$ cat config.mk
export PLATFORM = sky130hd
export DESIGN_NAME = midpoint_filled_circle_spans
export DESIGN_NICKNAME = d
export VERILOG_FILES = /design/src/rtl/core/mfcs_pkg.sv /design/src/rtl/core/mfcs_span_unit.sv /design/src/rtl/core/mfcs_stepper.sv /design/src/rtl/core/midpoint_filled_circle_spans.sv
export SDC_FILE = /design/constraint.sdc
export NUM_CORES = 1
export LEC_CHECK = 0
export BUFFER_PORTS_ARGS = -buffer_cell sky130_fd_sc_hd__buf_4
export CAP_MARGIN = 20
export CELL_PAD_IN_SITES_DETAIL_PLACEMENT = 0
export CELL_PAD_IN_SITES_GLOBAL_PLACEMENT = 1
export CORE_UTILIZATION = 45
export DETAILED_ROUTE_END_ITERATION = 8
export PLACE_DENSITY_LB_ADDON = 0.1
export SYNTH_ARGS = -nofsm -noshare
export SYNTH_HDL_FRONTEND = slang
export SYNTH_HIERARCHICAL = 1
export SYNTH_SLANG_ARGS = --single-unit
$ cat constraint.sdc
create_clock -name clk -period 7.4 [get_ports clk]
set_input_delay 0.74 -clock clk [delete_from_list [all_inputs] [get_ports clk]]
set_output_delay 0.74 -clock clk [all_outputs]
set_load 0.05 [all_outputs]
$ cat src/rtl/core/mfcs_pkg.sv
// Shared types and constants for the midpoint filled-circle span generator.
`timescale 1ns / 1ps

package mfcs_pkg;

    // Fixed field widths
    localparam int RAD_W      = 5;   // circle_radius
    localparam int DIM_W      = 13;  // image_width, image_height, span_start, span_end
    localparam int ROW_W      = 14;  // span_row (signed)
    localparam int STEP_W     = 10;  // decision variable and its increments
    localparam int OUT_TDATA_W = 40; // span_row + span_start + span_end, byte aligned

    // Configuration register indexes
    localparam int CFG_IDX_W = 1;
    localparam logic [CFG_IDX_W-1:0] REG_IMAGE_WIDTH  = 1'b0;
    localparam logic [CFG_IDX_W-1:0] REG_IMAGE_HEIGHT = 1'b1;

    // Register reset values
    localparam logic [DIM_W-1:0] WIDTH_RESET  = 13'd640;
    localparam logic [DIM_W-1:0] HEIGHT_RESET = 13'd480;

    // One clipped span
    typedef struct packed {
        logic                    visible;
        logic        [DIM_W-1:0] span_end;
        logic        [DIM_W-1:0] span_start;
        logic signed [ROW_W-1:0] row;
    } span_t;

endpackage

$ cat src/rtl/core/mfcs_span_unit.sv
// Shared span unit: row offset, start/end clipping and visibility for one span.
`timescale 1ns / 1ps

module mfcs_span_unit #(
    parameter int COORD_BITS = 12
) (
    input  logic [COORD_BITS-1:0]      center_x,
    input  logic [COORD_BITS-1:0]      center_y,
    input  logic [mfcs_pkg::RAD_W-1:0] half,
    input  logic [mfcs_pkg::RAD_W-1:0] row_off,
    input  logic                       row_neg,
    input  logic [mfcs_pkg::DIM_W-1:0] image_width,
    input  logic [mfcs_pkg::DIM_W-1:0] image_height,
    output mfcs_pkg::span_t            span
);
    import mfcs_pkg::*;

    // Compare width wide enough for coordinates and image dimensions
    localparam int CW = (COORD_BITS + 1 > DIM_W) ? COORD_BITS + 1 : DIM_W;

    logic [COORD_BITS-1:0]        half_ext;
    logic [COORD_BITS-1:0]        off_ext;
    logic [COORD_BITS-1:0]        start_c;
    logic [COORD_BITS:0]          end_raw;
    logic [CW-1:0]                end_cw;
    logic [CW-1:0]                width_cw;
    logic [CW-1:0]                start_cw;
    logic [CW-1:0]                end_clip_cw;
    logic signed [COORD_BITS+1:0] row_full;
    logic [CW-1:0]                row_cw;
    logic                         row_ok;

    assign half_ext = COORD_BITS'(half);
    assign off_ext  = COORD_BITS'(row_off);

    // Start clamps at zero
    assign start_c  = (half_ext > center_x) ? '0 : center_x - half_ext;
    assign start_cw = CW'(start_c);

    // End clamps at the image width
    assign end_raw     = {1'b0, center_x} + {1'b0, half_ext};
    assign end_cw      = CW'(end_raw);
    assign width_cw    = CW'(image_width);
    assign end_clip_cw = (end_cw > width_cw) ? width_cw : end_cw;

    // Row above or below the centre
    assign row_full = row_neg ? $signed({2'b00, center_y}) - $signed({2'b00, off_ext})
                              : $signed({2'b00, center_y}) + $signed({2'b00, off_ext});
    assign row_cw   = CW'(row_full[COORD_BITS:0]);
    assign row_ok   = !row_full[COORD_BITS+1] && (row_cw < CW'(image_height));

    assign span.row        = ROW_W'(row_full);
    assign span.span_start = DIM_W'(start_c);
    assign span.span_end   = DIM_W'(end_clip_cw);
    assign span.visible    = row_ok && (start_cw < end_clip_cw);

endmodule

$ cat src/rtl/core/mfcs_stepper.sv
// Midpoint circle stepper: decision variable and x/y walk for one circle.
`timescale 1ns / 1ps

module mfcs_stepper (
    input  logic                       clk,
    input  logic                       rst_n,
    input  logic                       init,
    input  logic                       step,
    input  logic [mfcs_pkg::RAD_W-1:0] radius,
    output logic [mfcs_pkg::RAD_W-1:0] x,
    output logic [mfcs_pkg::RAD_W-1:0] y,
    output logic                       more
);
    import mfcs_pkg::*;

    logic signed [STEP_W-1:0] f_reg, f_next;
    logic signed [STEP_W-1:0] ddx_reg, ddx_next;
    logic signed [STEP_W-1:0] ddy_reg, ddy_next;
    logic [RAD_W-1:0]         x_reg, x_next;
    logic [RAD_W-1:0]         y_reg, y_next;
    logic signed [STEP_W-1:0] r_ext;
    logic signed [STEP_W-1:0] ddy_s;
    logic signed [STEP_W-1:0] f_s;
    logic                     f_pos;

    assign r_ext = $signed(STEP_W'(radius));
    assign f_pos = !f_reg[STEP_W-1];

    // Optional y step, then the x step
    assign ddy_s = f_pos ? ddy_reg + STEP_W'(2) : ddy_reg;
    assign f_s   = f_pos ? f_reg + ddy_s : f_reg;

    always_comb
    begin
        f_next   = f_reg;
        ddx_next = ddx_reg;
        ddy_next = ddy_reg;
        x_next   = x_reg;
        y_next   = y_reg;
        if (init)
        begin
            f_next   = STEP_W'(1) - r_ext;
            ddx_next = STEP_W'(1);
            ddy_next = -(r_ext <<< 1);
            x_next   = '0;
            y_next   = radius;
        end
        else if (step)
        begin
            ddy_next = ddy_s;
            y_next   = f_pos ? y_reg - RAD_W'(1) : y_reg;
            ddx_next = ddx_reg + STEP_W'(2);
            x_next   = x_reg + RAD_W'(1);
            f_next   = f_s + ddx_reg + STEP_W'(2);
        end
    end

    always_ff @(posedge clk or negedge rst_n)
    begin
        if (!rst_n)
        begin
            f_reg   <= '0;
            ddx_reg <= '0;
            ddy_reg <= '0;
            x_reg   <= '0;
            y_reg   <= '0;
        end
        else
        begin
            f_reg   <= f_next;
            ddx_reg <= ddx_next;
            ddy_reg <= ddy_next;
            x_reg   <= x_next;
            y_reg   <= y_next;
        end
    end

    assign x    = x_reg;
    assign y    = y_reg;
    assign more = x_reg < y_reg;

endmodule

$ cat src/rtl/core/midpoint_filled_circle_spans.sv
// Top level of the midpoint filled-circle span generator.
`timescale 1ns / 1ps

// Takes one circle (centre, radius) and streams its horizontal fill spans: the
// centre row first, then four spans per midpoint step (rows cy+y, cy-y, cy+x,
// cy-x), each clipped to the image set by image_width/image_height (reset
// 640 x 480). Radii above MAX_RADIUS are saturated. For a circle that takes k
// midpoint steps (k is about 0.71 * r, 14 at radius 20, giving up to 57 spans),
// one span leaves the shared clipping unit per cycle while the output accepts
// it, and each step of the decision variable takes a state of its own, in which
// no span is loaded. The input is not ready until the last span has been
// loaded into the output register.
module midpoint_filled_circle_spans #(
    parameter int MAX_RADIUS = 20,
    parameter int COORD_BITS = 12
) (
    input  logic                             clk,
    input  logic                             rst_n,
    // configuration writes
    input  logic                             cfg_wen,
    input  logic [mfcs_pkg::CFG_IDX_W-1:0]   cfg_index,
    input  logic [mfcs_pkg::DIM_W-1:0]       cfg_data,
    // circle requests
    input  logic                             s_axis_tvalid,
    output logic                             s_axis_tready,
    // center_x, center_y, circle_radius, zero pad
    input  logic [((2*COORD_BITS+mfcs_pkg::RAD_W+7)/8)*8-1:0] s_axis_tdata,
    // spans
    output logic                             m_axis_tvalid,
    input  logic                             m_axis_tready,
    // span_row, span_start, span_end
    output logic [mfcs_pkg::OUT_TDATA_W-1:0] m_axis_tdata,
    // span_visible
    output logic                             m_axis_tuser,
    // last_span
    output logic                             m_axis_tlast
);
    import mfcs_pkg::*;

    localparam logic [RAD_W-1:0] MAX_R = RAD_W'(MAX_RADIUS);
    localparam int RAD_LSB = 2 * COORD_BITS;

    typedef enum logic [1:0] {
        S_IDLE,
        S_EMIT,
        S_STEP
    } state_t;

    typedef enum logic [2:0] {
        PH_CENTER,
        PH_Y_POS,
        PH_Y_NEG,
        PH_X_POS,
        PH_X_NEG
    } phase_t;

    state_t                state_reg, state_next;
    phase_t                phase_reg, phase_next;
    logic [COORD_BITS-1:0] cx_reg, cx_next;
    logic [COORD_BITS-1:0] cy_reg, cy_next;
    logic [DIM_W-1:0]      width_reg, width_next;
    logic [DIM_W-1:0]      height_reg, height_next;
    span_t                 out_span_reg, out_span_next;
    logic                  out_valid_reg, out_valid_next;
    logic                  out_last_reg, out_last_next;

    logic                  in_fire;
    logic                  load;
    logic                  span_last;
    logic [RAD_W-1:0]      in_radius;
    logic [RAD_W-1:0]      radius_sat;
    logic [RAD_W-1:0]      step_x;
    logic [RAD_W-1:0]      step_y;
    logic                  step_more;
    logic [RAD_W-1:0]      sel_half;
    logic [RAD_W-1:0]      sel_off;
    logic                  sel_neg;
    span_t                 span;

    assign in_fire    = s_axis_tvalid && s_axis_tready;
    assign in_radius  = s_axis_tdata[RAD_LSB +: RAD_W];
    assign radius_sat = (in_radius > MAX_R) ? MAX_R : in_radius;
    assign load       = (state_reg == S_EMIT) && (!out_valid_reg || m_axis_tready);

    // Midpoint walk
    mfcs_stepper u_stepper (
        .clk    (clk),
        .rst_n  (rst_n),
        .init   (in_fire),
        .step   (state_reg == S_STEP),
        .radius (radius_sat),
        .x      (step_x),
        .y      (step_y),
        .more   (step_more)
    );

    // Operand select for the span unit by phase
    always_comb
    begin
        sel_half  = step_y;
        sel_off   = step_x;
        sel_neg   = 1'b0;
        span_last = 1'b0;
        case (phase_reg)
            PH_CENTER:
            begin
                sel_half  = step_y;
                sel_off   = '0;
                span_last = !step_more;
            end
            PH_Y_POS:
            begin
                sel_half = step_x;
                sel_off  = step_y;
            end
            PH_Y_NEG:
            begin
                sel_half = step_x;
                sel_off  = step_y;
                sel_neg  = 1'b1;
            end
            PH_X_POS:
            begin
                sel_half = step_y;
                sel_off  = step_x;
            end
            PH_X_NEG:
            begin
                sel_half  = step_y;
                sel_off   = step_x;
                sel_neg   = 1'b1;
                span_last = !step_more;
            end
            default:
            begin
                sel_half = step_y;
            end
        endcase
    end

    mfcs_span_unit #(
        .COORD_BITS (COORD_BITS)
    ) u_span (
        .center_x     (cx_reg),
        .center_y     (cy_reg),
        .half         (sel_half),
        .row_off      (sel_off),
        .row_neg      (sel_neg),
        .image_width  (width_reg),
        .image_height (height_reg),
        .span         (span)
    );

    // Sequencer, configuration and output register
    always_comb
    begin
        state_next     = state_reg;
        phase_next     = phase_reg;
        cx_next        = cx_reg;
        cy_next        = cy_reg;
        width_next     = width_reg;
        height_next    = height_reg;
        out_span_next  = out_span_reg;
        out_last_next  = out_last_reg;
        out_valid_next = out_valid_reg && !m_axis_tready;

        if (cfg_wen)
        begin
            if (cfg_index == REG_IMAGE_WIDTH)
                width_next = cfg_data;
            if (cfg_index == REG_IMAGE_HEIGHT)
                height_next = cfg_data;
        end

        case (state_reg)
            S_IDLE:
            begin
                if (in_fire)
                begin
                    cx_next    = s_axis_tdata[0 +: COORD_BITS];
                    cy_next    = s_axis_tdata[COORD_BITS +: COORD_BITS];
                    phase_next = PH_CENTER;
                    state_next = S_EMIT;
                end
            end
            S_EMIT:
            begin
                if (load)
                begin
                    out_span_next  = span;
                    out_last_next  = span_last;
                    out_valid_next = 1'b1;
                    case (phase_reg)
                        PH_CENTER: state_next = span_last ? S_IDLE : S_STEP;
                        PH_Y_POS:  phase_next = PH_Y_NEG;
                        PH_Y_NEG:  phase_next = PH_X_POS;
                        PH_X_POS:  phase_next = PH_X_NEG;
                        PH_X_NEG:  state_next = span_last ? S_IDLE : S_STEP;
                        default:   state_next = S_IDLE;
                    endcase
                end
            end
            S_STEP:
            begin
                phase_next = PH_Y_POS;
                state_next = S_EMIT;
            end
            default:
            begin
                state_next = S_IDLE;
            end
        endcase
    end

    always_ff @(posedge clk or negedge rst_n)
    begin
        if (!rst_n)
        begin
            state_reg     <= S_IDLE;
            phase_reg     <= PH_CENTER;
            cx_reg        <= '0;
            cy_reg        <= '0;
            width_reg     <= WIDTH_RESET;
            height_reg    <= HEIGHT_RESET;
            out_span_reg  <= '0;
            out_valid_reg <= 1'b0;
            out_last_reg  <= 1'b0;
        end
        else
        begin
            state_reg     <= state_next;
            phase_reg     <= phase_next;
            cx_reg        <= cx_next;
            cy_reg        <= cy_next;
            width_reg     <= width_next;
            height_reg    <= height_next;
            out_span_reg  <= out_span_next;
            out_valid_reg <= out_valid_next;
            out_last_reg  <= out_last_next;
        end
    end

    assign s_axis_tready = (state_reg == S_IDLE);
    assign m_axis_tvalid = out_valid_reg;
    assign m_axis_tdata  = {out_span_reg.span_end, out_span_reg.span_start, out_span_reg.row};
    assign m_axis_tuser  = out_span_reg.visible;
    assign m_axis_tlast  = out_last_reg;

    // A new circle keeps the input closed on the next cycle
    assert property (@(posedge clk) disable iff (!rst_n)
        in_fire |=> !s_axis_tready)
        else $error("input ready right after a circle was accepted");

    // Loading the final span of a circle returns the sequencer to idle
    assert property (@(posedge clk) disable iff (!rst_n)
        (load && span_last) |=> (state_reg == S_IDLE))
        else $error("sequencer did not finish after the last span");

    // The midpoint walk never overshoots the diagonal by more than one
    assert property (@(posedge clk) disable iff (!rst_n)
        (state_reg == S_EMIT) |-> ({1'b0, step_x} <= {1'b0, step_y} + 6'd1))
        else $error("midpoint walk passed the diagonal");

endmodule
==> results of run 1 <==
[cell families after synthesis]
logic type,Yosys count
AND/OR/NAND/NOR,238
AO/OA/AOI/OAI,206
flip-flops,137
buffers and inverters,122
multiplexers,121
adder cells (fa/ha/maj),104
XOR/XNOR,67
other,2
[critical path: cells and delay by family (launching register included)]
kind            cells  cell delay, ps
compound gates     12            2780
xor+xnor            2             390
fa+ha+maj           3             850
buf+inv             1             150
flops               1             720
mux                 2             570
simple gates        5             860
[synth_stat cells (7+ instances only)]
| cell | n |
|---|---|
| o21bai_1 | 7 |
| ha_1 | 98 |
| xor2_1 | 30 |
| xnor2_1 | 37 |
| nor3_1 | 16 |
| nor2b_1 | 18 |
| a211oi_1 | 9 |
| a21boi_0 | 8 |
| mux2i_1 | 13 |
| a21oi_1 | 54 |
| inv_1 | 79 |
| buf_2 | 13 |
| clkbuf_1 | 15 |
| nand2b_1 | 8 |
| mux2_1 | 7 |
| a21o_1 | 18 |
| nand4_1 | 13 |
| o21ai_0 | 52 |
| nor3b_1 | 9 |
| dfrtp_1 | 131 |
| nor2_1 | 57 |
| and3_1 | 9 |
| mux2_2 | 101 |
| o21a_1 | 10 |
| nand3_1 | 21 |
| nand2_1 | 50 |
[placed cells by master (no fill, tap or decap), drive strengths merged, types with 19 or more instances in the layout]
| cell type | synthesis | layout |
|---|---|---|
| xnor2 | 37 | 37 |
| nor2 | 57 | 57 |
| xor2 | 30 | 30 |
| nor3 | 19 | 19 |
| nand3 | 21 | 21 |
| a21oi | 55 | 55 |
| o21ai | 55 | 55 |
| nand2 | 50 | 50 |
| mux2 | 108 | 108 |
| inv | 79 | 88 |
| dfrtp | 131 | 131 |
| ha | 98 | 98 |
| a21o | 19 | 19 |
| buf | 26 | 99 |
[routing by layer]
metal	global-route usage [%]	part of all wire (%)	wire length, um
met4	6.061	1.1	240
met5	0	0	0
met3	3.445	2.5	556
met2	36.88	50	10950
met1	26.70	47	10310
[worst min-delay path by stage]
stage,startpoint,to,slack (ps)
3_3_place_gp,u_stepper/ddx_reg[0],u_stepper/ddx_reg[0],460
5_1_grt,rst_n,m_axis_tdata[9],430
3_5_place_dp,u_stepper/ddx_reg[0],u_stepper/ddx_reg[0],460
2_1_floorplan,rst_n,cx_reg[0],440
6_report,rst_n,m_axis_tdata[9],360
4_1_cts,rst_n,m_axis_tdata[9],410
[per-stage QoR]
step | cell area (um^2) | setup WS (ps) | hold slack, ps | utilization [%] | instances
floorplan | 9837 | 2078 | 441.1 | - | 997
global placement | 10700 | 1181 | 456.1 | 50.40 | 1328
detailed placement | 10700 | 1118 | 455.6 | 50.40 | 1328
CTS | 11270 | 1048 | 409.3 | 53.13 | 1360
global route | 11280 | 373.1 | 426.5 | 53.17 | 1361
finish | 11280 | 1014 | 364.1 | 53.17 | 1361
[cell type report]
type | count | share of cell area, %
clock buffers | 17 | 3.771
clock inverters | 15 | 1.364
inverters | 80 | 2.662
multi-input cells | 738 | 52.08
flip-flops and latches | 137 | 30.45
well taps | 275 | 3.050
repair buffers | 99 | 6.621
==> reports/metrics.sh, run 1 <==
WORSTPATHREQUIRED_PS=7770
WL_CELL_UM=16.21
SYNTH_COMPOUND_AREA_SHARE_PCT=13.46
NUMBER_OF_GLOBAL_ROUTE_VIAS_BEFORE_REPAIR=7269
HOLD_CLASS='in2async'
CRIT_START='phase_reg[1]'
CLK_PIN_SLEW_PS=70
NETLIST_INSTANCES=997
ANTENNA_VIOLATING_NETS_POST_ROUTE=0
FIRST_PASS_GRT_WIRE_LENGTH_UM=36720
R2R_SETUP_SLACK_PS=1010
VIAS=7286
XOR_AND_XNOR_AREA_SHARE_AFTER_SYNTHESIS_PCT=5.965
AREA_GROWTH_PCT=14.69
CTS_HOLD_REPAIR.BUFFERS=0
SYNTH-ASYNC-RESET-RATIO_PCT=100.0
FINAL.SETUP.TNS_PS=0
MAXCAPVIOLCOUNT=0
SETUP-VIOLATIONS-FINAL=0
TOP_CELL_TYPE_S_SHARE_OF_SYNTHESIZED_AREA_PCT=33.32
CRITPATHLAUNCHTYPE='flop'
MAXCLOCKFREQUENCY_MHz=156.6
FINAL.SETUP_SKEW_PS=8.835
LARGEST_REGISTER_FF_COUNT=40
NUM_CTS_BUFFERS=17
DIE_W_UM=149.9
INSERTEDDIODECOUNT=0
HTREE_NUM_LEVELS=4
DETAIL_ROUTE.VIAS_PER_CELL=5.353
TIMING.MAX_SLEW.REL_SLACK_PCT=43.57
UNREPAIRED_SETUP_ENDPOINTS_AFTER_GLOBAL_ROUTING='no'
CLK_LATENCY_PS=430
CRITICAL_PATH.ENDPOINT_TYPE='flop'
SYN-CELL-AREA_UM2=9837
R2R_END='m_axis_tuser'
YS.WARNINGS.COUNT=6
SYNTHADDERAREAFRAC_PCT=13.69
CRITPATHARRIVALTIME_PS=6750
DRT_FIRST_ITER_VIOLATIONS=287
SYNTHSIMPLEGATEAREAFRAC_PCT=12.83
CRITICAL_PATH.SLOWEST_CELL='dfrtp_1'
YS_TOP_CELLS_BY_AREA='dfrtp_1 33%, ha_1 12%, mux2_2 12%'
LARGEST_NET_DEGREE_AT_THE_START_OF_GLOBAL_ROUTING=91
PLACEMENT.IO_BUFFERS=91
ROOT_BUFFER='clkbuf_16'
POST-ROUTE-MIN-PERIOD_PS=6386
GP_CONGESTION=0.8462
SYNTH_AREA_LEADER_CELL='dfrtp_1'
CORE_AREA_UM2=21220
YS_SEQ_AREA_SHARE_PCT=34.93
SYN_AVG_CELL_AREA_UM2=9.867
FINAL-HOLD-VIOLATION-COUNT=0
POSTSYNTH.TOPFLOPCELL='dfrtp_1'
CTS.REPAIR.RESIZED=0
SYNTH-SEQ-CELLS=137
ENDPOINT='m_axis_tuser'
POST_SYNTH_MUX_AREA_SHARE_PCT=13.69
SYNTH-EDFF-COUNT=0
WORST-PATH-MAX-FANOUT=20
CRITPATHMAXSTAGEDELAY_PS=720
INITIAL_UTILIZATION_PCT=46.36
PATH_CLASS='reg2reg'
WORST_REG_TO_REG_PATH_CELL_COUNT=25
GRT_ANTENNA_BEFORE_REPAIR=0
STATUS='complete, no violations'
WORST_R2R_STARTPOINT='phase_reg[1]'
TIGHTESTPINTRANSITION_PS=846.5
WL_UM=22060
TRACK_USAGE_PCT=21.12
CLOCK_TREE.BUFFER_DEPTH=2
FILLERINSTANCES=2023
DRC=0
FLOORPLAN.DIE.HEIGHT_UM=149.9
FP.DIEAREA_UM2=22460
SYNTH_TOP_FAMILY_BY_AREA='adder cells'
ROW_COUNT=53
TCRIT_TCLK_FINAL_PCT=86.30
DRTPASS1ITERATIONS=5
FINAL_NETS=1228
SYNTH_CELL_TYPE_COUNT=79
IOPINCOUNT=95
TRITONCTS='built'
DETAILED_PLACE_HPWL_UM=16590
CTS_SETUP_BUFFERS=0
SEQ_AREA_UM2=3436
DRIVE_GT1_SHARE_PCT=23.94
GRT_OVERFLOW=0
CLOCK_SINKS=137
POSTSYNTHNETCOUNT=1152
DRV_SLEW=0
MULTIINPUTGATEAREA_UM2=5876
Power of run 1 is left out: the tool's default activity adds up to more than one toggle a clock period on the data nets, which glitch-free logic cannot reach.
==> run 2: changes to the inputs <==
- ABC_AREA: unset -> 1
- BUFFER_PORTS_ARGS: -buffer_cell sky130_fd_sc_hd__buf_4 -> -buffer_cell sky130_fd_sc_hd__clkbuf_2
- CTS_BUF_LIST: unset -> sky130_fd_sc_hd__clkbuf_8
==> run 2 against run 1 <==
Register-to-register slack gained 930 ps. Highest routed layer unchanged. Global-route usage grew 1.3 points. Clock skew grew 12 ps. Via count grew 16%. Worst hold slack lost 100 ps.
==> reports/metrics.sh, run 2 <==
LARGEST_NET_DEGREE_AT_THE_START_OF_GLOBAL_ROUTING=72  # was 91
DETAILED_PLACE_HPWL_UM=18230  # was 16,590 um
TOP_CELL_TYPE_S_SHARE_OF_SYNTHESIZED_AREA_PCT=33.18  # was 33.32%
PATH_CLASS='reg2reg'  # unchanged
IOPINCOUNT=95  # unchanged
MAXCLOCKFREQUENCY_MHz=183.2  # was 156.6 MHz
DRIVE_GT1_SHARE_PCT=14.90  # was 23.94%
FLOORPLAN.DIE.HEIGHT_UM=150.2  # was 149.9 um
CORE_AREA_UM2=21290  # was 21,220 um^2
FINISH.INSTANCE_AREA_UM2=10940  # was 11,280 um^2
FP.DIEAREA_UM2=22550  # was 22,460 um^2
DPL_WORST_SLACK_PS=1954  # was 1118 ps
VIAS=8453  # was 7,286
PATH_COMMON_CELL='nand2_1'
NUMBER_OF_GLOBAL_ROUTE_VIAS_BEFORE_REPAIR=7915  # was 7,269
LAYOUT.CELLS.MOST_COMMON='nand2_1'  # was dfrtp_1
POSTSYNTHNETCOUNT=1491  # was 1,152
PLACED_AREA_UM2=10520  # was 10,700 um^2
YS_TOP_CELLS_BY_AREA='dfrtp_1 33%, nand2_1 16%, ha_1 12%'  # was dfrtp_1 33%, ha_1 12%, mux2_2 12%
FILLERINSTANCES=2178  # was 2,023
CRITPATHARRIVALTIME_PS=5860  # was 6750 ps
WORSTPATHREQUIRED_PS=7810  # was 7770 ps
TRACK_USAGE_PCT=22.44  # was 21.12%
TRITONCTS='built'  # unchanged
P_LEAK_nW=6.010
YS.WARNINGS.COUNT=6  # unchanged
LARGEST_REGISTER_FF_COUNT=40  # unchanged
ANTENNA_VIOLATING_NETS_POST_ROUTE=0  # unchanged
CLOCK_SINKS=137  # unchanged
UNREPAIRED_SETUP_ENDPOINTS_AFTER_GLOBAL_ROUTING='no'  # unchanged
STATUS='complete, no violations'  # unchanged
DIE_W_UM=150.2  # was 149.9 um
ROW_COUNT=53  # unchanged
YOSYSMOSTFREQUENTCELL='nand2_1'  # was dfrtp_1
WORST_REG_TO_REG_PATH_CELL_COUNT=35  # was 25
WORST_IR_DROP_VDD_V=0.0002437
DRTPASS1ITERATIONS=5  # unchanged
FINAL_NETS=1572  # was 1,228
TIMING.MAX_SLEW.REL_SLACK_PCT=29.97  # was 43.57%
TIGHTESTPINTRANSITION_PS=1048  # was 846.5 ps
SETUP-VIOLATIONS-FINAL=0  # unchanged
CLK_PIN_SLEW_PS=100  # was 70 ps
SYN-CELL-AREA_UM2=9879  # was 9837 um^2
SYNTH_AREA_LEADER_CELL='dfrtp_1'  # unchanged
SYN_AVG_CELL_AREA_UM2=7.395  # was 9.867 um^2
AREA_GROWTH_PCT=10.76  # was 14.69%
SYNTH_CELL_TYPE_COUNT=52  # was 79
CLOCK_TREE.BUFFER_DEPTH=2  # unchanged
CLK_LATENCY_PS=470  # was 430 ps
POST_SYNTH_MOST_FREQUENT_CELLS='429 x nand2_1, 183 x inv_1, 131 x dfrtp_1, 98 x ha_1, 74 x o21ai_0'  # was 131 x dfrtp_1, 101 x mux2_2, 98 x ha_1, 79 x inv_1, 57 x nor2_1
FINAL_CRITICAL_PATH_SETUP_SLACK_PS=1943  # was 1014 ps
SYNTH-EDFF-COUNT=0  # unchanged
DP.CELLS=1673  # was 1,328
HOLD_CLASS='in2async'  # unchanged
GRT_OVERFLOW=0  # unchanged
POSTSYNTH.TOPFLOPCELL='dfrtp_1'  # unchanged
CRITICAL_PATH.ENDPOINT_TYPE='flop'  # unchanged
FINAL.SETUP_SKEW_PS=21.23  # was 8.835 ps
WL_CELL_UM=14.05  # was 16.21 um
DETAIL_ROUTE.VIAS_PER_CELL=4.958  # was 5.353
DRV_SLEW=0  # unchanged
CRITICAL_PATH.SLOWEST_CELL='nor2_2'  # was dfrtp_1
CRITPATHMAXSTAGEDELAY_PS=520  # was 720 ps
FINAL_INSTANCE_COUNT_EXCL_FILLERS=1705  # was 1,361
WORST-PATH-MAX-FANOUT=16  # was 20
CTS_SETUP_BUFFERS=0  # unchanged
YS_SEQ_AREA_SHARE_PCT=34.78  # was 34.93%
GP_CONGESTION=0.8584  # was 0.8462
PLACEMENT.IO_BUFFERS=91  # unchanged
ROOT_BUFFER='clkbuf_8'  # was clkbuf_16
CRITPATHLAUNCHTYPE='flop'  # unchanged
POWER_mW=5.610
DRT_FIRST_ITER_VIOLATIONS=440  # was 287
WL_UM=23960  # was 22,060 um
SYNTH-SEQ-CELLS=137  # unchanged
INSERTEDDIODECOUNT=0  # unchanged
DRC=0  # unchanged
POST-ROUTE-MIN-PERIOD_PS=5457  # was 6386 ps
NETLIST_INSTANCES=1336  # was 997
FIRST_PASS_GRT_WIRE_LENGTH_UM=39340  # was 36,720 um
FINAL.SETUP.TNS_PS=0  # unchanged
LAYOUT.CELLS.MOST_COMMON_LIST='429 x nand2_1, 185 x inv_1, 131 x dfrtp_1'  # was 131 x dfrtp_1, 101 x mux2_2, 98 x ha_1, 98 x buf_4, 79 x inv_1
SYNTH-ASYNC-RESET-RATIO_PCT=100.0  # unchanged
MAXCAPVIOLCOUNT=0  # unchanged
FINAL-HOLD-VIOLATION-COUNT=0  # unchanged
INITIAL_UTILIZATION_PCT=46.41  # was 46.36%
GRT_ANTENNA_BEFORE_REPAIR=0  # unchanged
CTS.REPAIR.RESIZED=0  # unchanged
SEQ_AREA_UM2=3436  # unchanged
P_PER_AREA_nW_PER_UM2=512.7
HTREE_NUM_LEVELS=4  # unchanged
TCRIT_TCLK_FINAL_PCT=73.75  # was 86.30%
MULTIINPUTGATEAREA_UM2=5503  # was 5876 um^2
NUM_CTS_BUFFERS=17  # unchanged
CTS_HOLD_REPAIR.BUFFERS=0  # unchanged
[run 2: cell count changes in the layout (fill, tap and decap cells not counted), sizes merged, moves of 32 or more]
cell / before / now
xnor2: 37 / 5
o21ai: 55 / 100
inv: 88 / 200
mux2: 108 / 0
clkbuf: 17 / 108
nand2: 50 / 451
buf: 99 / 5
[run 2: worst max-delay path: cells and delay by family, from the launching register on]
kind            cells  cell delay [ps]
fa+ha+maj           4             1190
compound gates      8             1040
buf+inv             3              300
simple gates       19             2160
xor+xnor            1              250
flops               1              460
[run 2: kinds of logic (layout without fill, tap and decap cells)]
kind of cell / count (synthesis) / count (layout) / synth area share (%)
AOI/OAI and AO/OA: 209 / 209 / 12.34
xor gates and xnor gates: 34 / 34 / 3.166
adders and majority gates: 104 / 104 / 13.63
buffers and inverters: 231 / 325 / 9.524
DFF: 137 / 137 / 34.78
other: 2 / 2 / 0.07602
and+or+nand+nor: 619 / 619 / 26.49
[run 2: per-layer routing]
layer	up-vias	track usage (%)	part of all wire (%)
met5	-	0	0
met4	0	4.899	0.88
met3	16	3.697	2.7
met2	124	37.71	47
met1	3903	30.21	49
li1	4410	-	-
[run 2: stage by stage]
stage | util, % | hold WS, ps
after floorplan | - | 441.1
after global placement | 49.44 | 461.8
after detailed placement | 49.44 | 460.0
after CTS | 51.41 | 282.2
after global routing | 51.41 | 307.8
final | 51.41 | 264.2
[run 2: worst paths after layout]
path                             startpoint                to  slack, ps
setup / recovery               phase_reg[1]      m_axis_tuser       1940
hold / removal                        rst_n  m_axis_tdata[26]        260
setup reg to reg               phase_reg[1]      m_axis_tuser       1940
hold reg to reg            m_axis_tdata[18]  m_axis_tdata[18]        480
max in group asynchronous             rst_n         cy_reg[5]       5780
min in group clk           s_axis_tdata[12]         cy_reg[0]        460
[run 2: layout make-up]
class                      count  area share, %
clock buffer                  18          2.264
multi-input combinational    968          50.29
inverter                     198          6.849
tap                          275          3.144
timing repair buffer          95          4.493
sequential                   137          31.40
clock inverter                14          1.566
[run 2: power breakdown]
| part | switching, mW | internal (mW) | leakage [nW] |
|---|---|---|---|
| registers | 0.259 | 1.02 | 1.70 |
| clock network | 0.330 | 0.345 | 0.217 |
| logic | 2.43 | 1.22 | 4.10 |
(Power assumes the default switching activity.)
==> run 3: changes to the inputs <==
- CORE_UTILIZATION: 45 -> 41
- clock period: 7.4 -> 4.8 ns (I/O delays scaled with it)
==> run 3 against run 2 <==
Final cell count increased by 5.1%. Register-to-register slack got worse by 1800 ps. Setup slack got worse by 1800 ps. Worst hold slack got worse by 150 ps. Non-clock buffer count increased by 43. Flip-flop and latch count unchanged.
==> reports/metrics.sh, run 3 (same netlist as run 2, synthesis figures left out) <==
DETAIL_ROUTE.VIAS_PER_CELL=4.838  # was 4.958
TCRIT_TCLK_FINAL_PCT=96.06  # was 73.75%
CLOCK_TREE.BUFFER_DEPTH=2  # unchanged
GRT_ANTENNA_BEFORE_REPAIR=0  # unchanged
CORE_AREA_UM2=23540  # was 21,290 um^2
GP_CONGESTION=0.8358  # was 0.8584
TRITONCTS='built'  # unchanged
LARGEST_NET_DEGREE_AT_THE_START_OF_GLOBAL_ROUTING=103  # was 72
FP.DIEAREA_UM2=24720  # was 22,550 um^2
ANTENNA_VIOLATING_NETS_POST_ROUTE=0  # unchanged
VIAS=8670  # was 8,453
PLACEMENT.IO_BUFFERS=91  # unchanged
CRITPATHLAUNCHTYPE='flop'  # unchanged
FINAL_NETS=1615  # was 1,572
WORST-PATH-MAX-FANOUT=8  # was 16
TIGHTESTPINTRANSITION_PS=957.6  # was 1048 ps
CRITICAL_PATH.SLOWEST_CELL='dfrtp_2'  # was nor2_2
TRACK_USAGE_PCT=21.81  # was 22.44%
ROW_COUNT=56  # was 53
CRITPATHMAXSTAGEDELAY_PS=450  # was 520 ps
TIMING.CRITICAL_PATH.BUF_INV=2  # was 3
LAYOUT.CELLS.MOST_COMMON='nand2_1'  # unchanged
LARGEST_DELAY_CONTRIBUTOR_FAMILY_ON_THE_CRITICAL_PATH='simple AND/OR/NAND/NOR gates'  # unchanged
INITIAL_UTILIZATION_PCT=41.96  # was 46.41%
ROOT_BUFFER='clkbuf_8'  # unchanged
MAXCAPVIOLCOUNT=0  # unchanged
DETAILED_PLACE_HPWL_UM=19330  # was 18,230 um
POST-ROUTE-MIN-PERIOD_PS=4611  # was 5457 ps
WORSTPATHREQUIRED_PS=5220  # was 7810 ps
DRC=0  # unchanged
CLK_LATENCY_PS=480  # was 470 ps
DRT_FIRST_ITER_VIOLATIONS=442  # was 440
IOPINCOUNT=95  # unchanged
FLOORPLAN.DIE.HEIGHT_UM=157.2  # was 150.2 um
INSERTEDDIODECOUNT=0  # unchanged
DRV_SLEW=0  # unchanged
TIMING.MAX_SLEW.REL_SLACK_PCT=36.16  # was 29.97%
WL_CELL_UM=14.24  # was 14.05 um
LARGEST_REGISTER_FF_COUNT=40  # unchanged
DRIVE_GT1_SHARE_PCT=20.30  # was 14.90%
PATH_CLASS='reg2reg'  # unchanged
CLK_PIN_SLEW_PS=100  # about the same
MAXCLOCKFREQUENCY_MHz=216.9  # was 183.2 MHz
HTREE_NUM_LEVELS=4  # unchanged
HOLD_CLASS='in2async'  # unchanged
LAYOUT.CELLS.MOST_COMMON_LIST='419 x nand2_1, 179 x inv_1, 129 x dfrtp_1'  # was 429 x nand2_1, 185 x inv_1, 131 x dfrtp_1
GRT_OVERFLOW=0  # unchanged
CRITICAL_PATH.ENDPOINT_TYPE='flop'  # unchanged
CRITPATHARRIVALTIME_PS=5030  # was 5860 ps
FIRST_PASS_GRT_WIRE_LENGTH_UM=41610  # was 39,340 um
CTS_HOLD_REPAIR.BUFFERS=0  # unchanged
FINAL.SETUP_SKEW_PS=14.57  # was 21.23 ps
UNREPAIRED_SETUP_ENDPOINTS_AFTER_GLOBAL_ROUTING='yes'  # was no
NUMBER_OF_GLOBAL_ROUTE_VIAS_BEFORE_REPAIR=8306  # was 7,915
AREA_GROWTH_PCT=17.68  # was 10.76%
STATUS='complete, no violations'  # unchanged
DRTPASS1ITERATIONS=5  # unchanged
FINAL-HOLD-VIOLATION-COUNT=0  # unchanged
CLOCK_SINKS=137  # unchanged
PATH_COMMON_CELL='nand2_2'  # was nand2_1
SETUP-VIOLATIONS-FINAL=0  # unchanged
DIE_W_UM=157.2  # was 150.2 um
NUM_CTS_BUFFERS=17  # unchanged
POST-ROUTE-UTIL_PCT=49.38  # was 51.41%
WL_UM=25520  # was 23,960 um
-- run 3: changes by cell type in the layout (fill, tap and decap cells not counted), moves of 5 or more --
cell     before  now
buf_4         4   43
nand2_1     429  419
ha_1         98   89
nand2_2      21   30
o21ai_4       0    8
inv_8         0    7
inv_1       185  179
a21oi_1      67   62
ha_4          0    5
-- run 3: path summary, 6_finish.rpt --
| kind | to | slack, ps | depth (start not counted) | startpoint |
|---|---|---|---|---|
| min in group clk | cy_reg[1] | 190 | 3 | s_axis_tdata[13] |
| max | m_axis_tuser | 190 | 34 | phase_reg[0] |
| max in group asynchronous | phase_reg[0] | 3590 | 2 | rst_n |
| min | m_axis_tdata[26] | 120 | 1 | rst_n |
| min reg2reg | m_axis_tdata[38] | 480 | 2 | m_axis_tdata[38] |
| max reg2reg | m_axis_tuser | 190 | 34 | phase_reg[0] |
-- run 3: layout make-up --
class | count | area (um^2)
tap | 319 | 399.1
sequential | 137 | 3438
multi-input combinational | 968 | 5772
inverter | 198 | 755.7
timing repair buffer | 138 | 838.3
clock inverter | 15 | 188.9
clock buffer | 17 | 234.0
fill | 2484 | 11920
-- run 3: per-stage QoR --
step,setup TNS [ps],hold WS (ps),cells,setup slack (ps),cell area (um^2)
floorplan,0,184.4,1336,355.8,9879
global placement,0,461.5,1746,71.86,10810
detailed placement,0,464.9,1746,13.91,10810
CTS,0,141.9,1778,9.788,11240
global route,-143.8,174.4,1792,-143.8,11630
finish,0,116.5,1792,189.0,11630
-- run 3: repair_timing --
item	CTS	global route
gates resized for setup	3	61
setup endpoints to repair	1	1
setup buffers	0	14
cloned	0	0
pin swaps	0	29
-- run 3: layer usage --
layer	wire [um]	track usage [%]
met1	12010	28.65
met2	12430	37.13
met3	702	3.001
met4	385	6.472
met5	0	0
-- run 3: worst reg2reg max path, delay by kind of cell, from the launching register on --
| kind | cells | cell delay, ps |
|---|---|---|
| flops | 1 | 450 |
| xor+xnor | 1 | 160 |
| fa+ha+maj | 4 | 1180 |
| buf+inv | 2 | 200 |
| compound gates | 6 | 680 |
| simple gates | 21 | 1870 |
Power of run 3 is left out for the same reason.
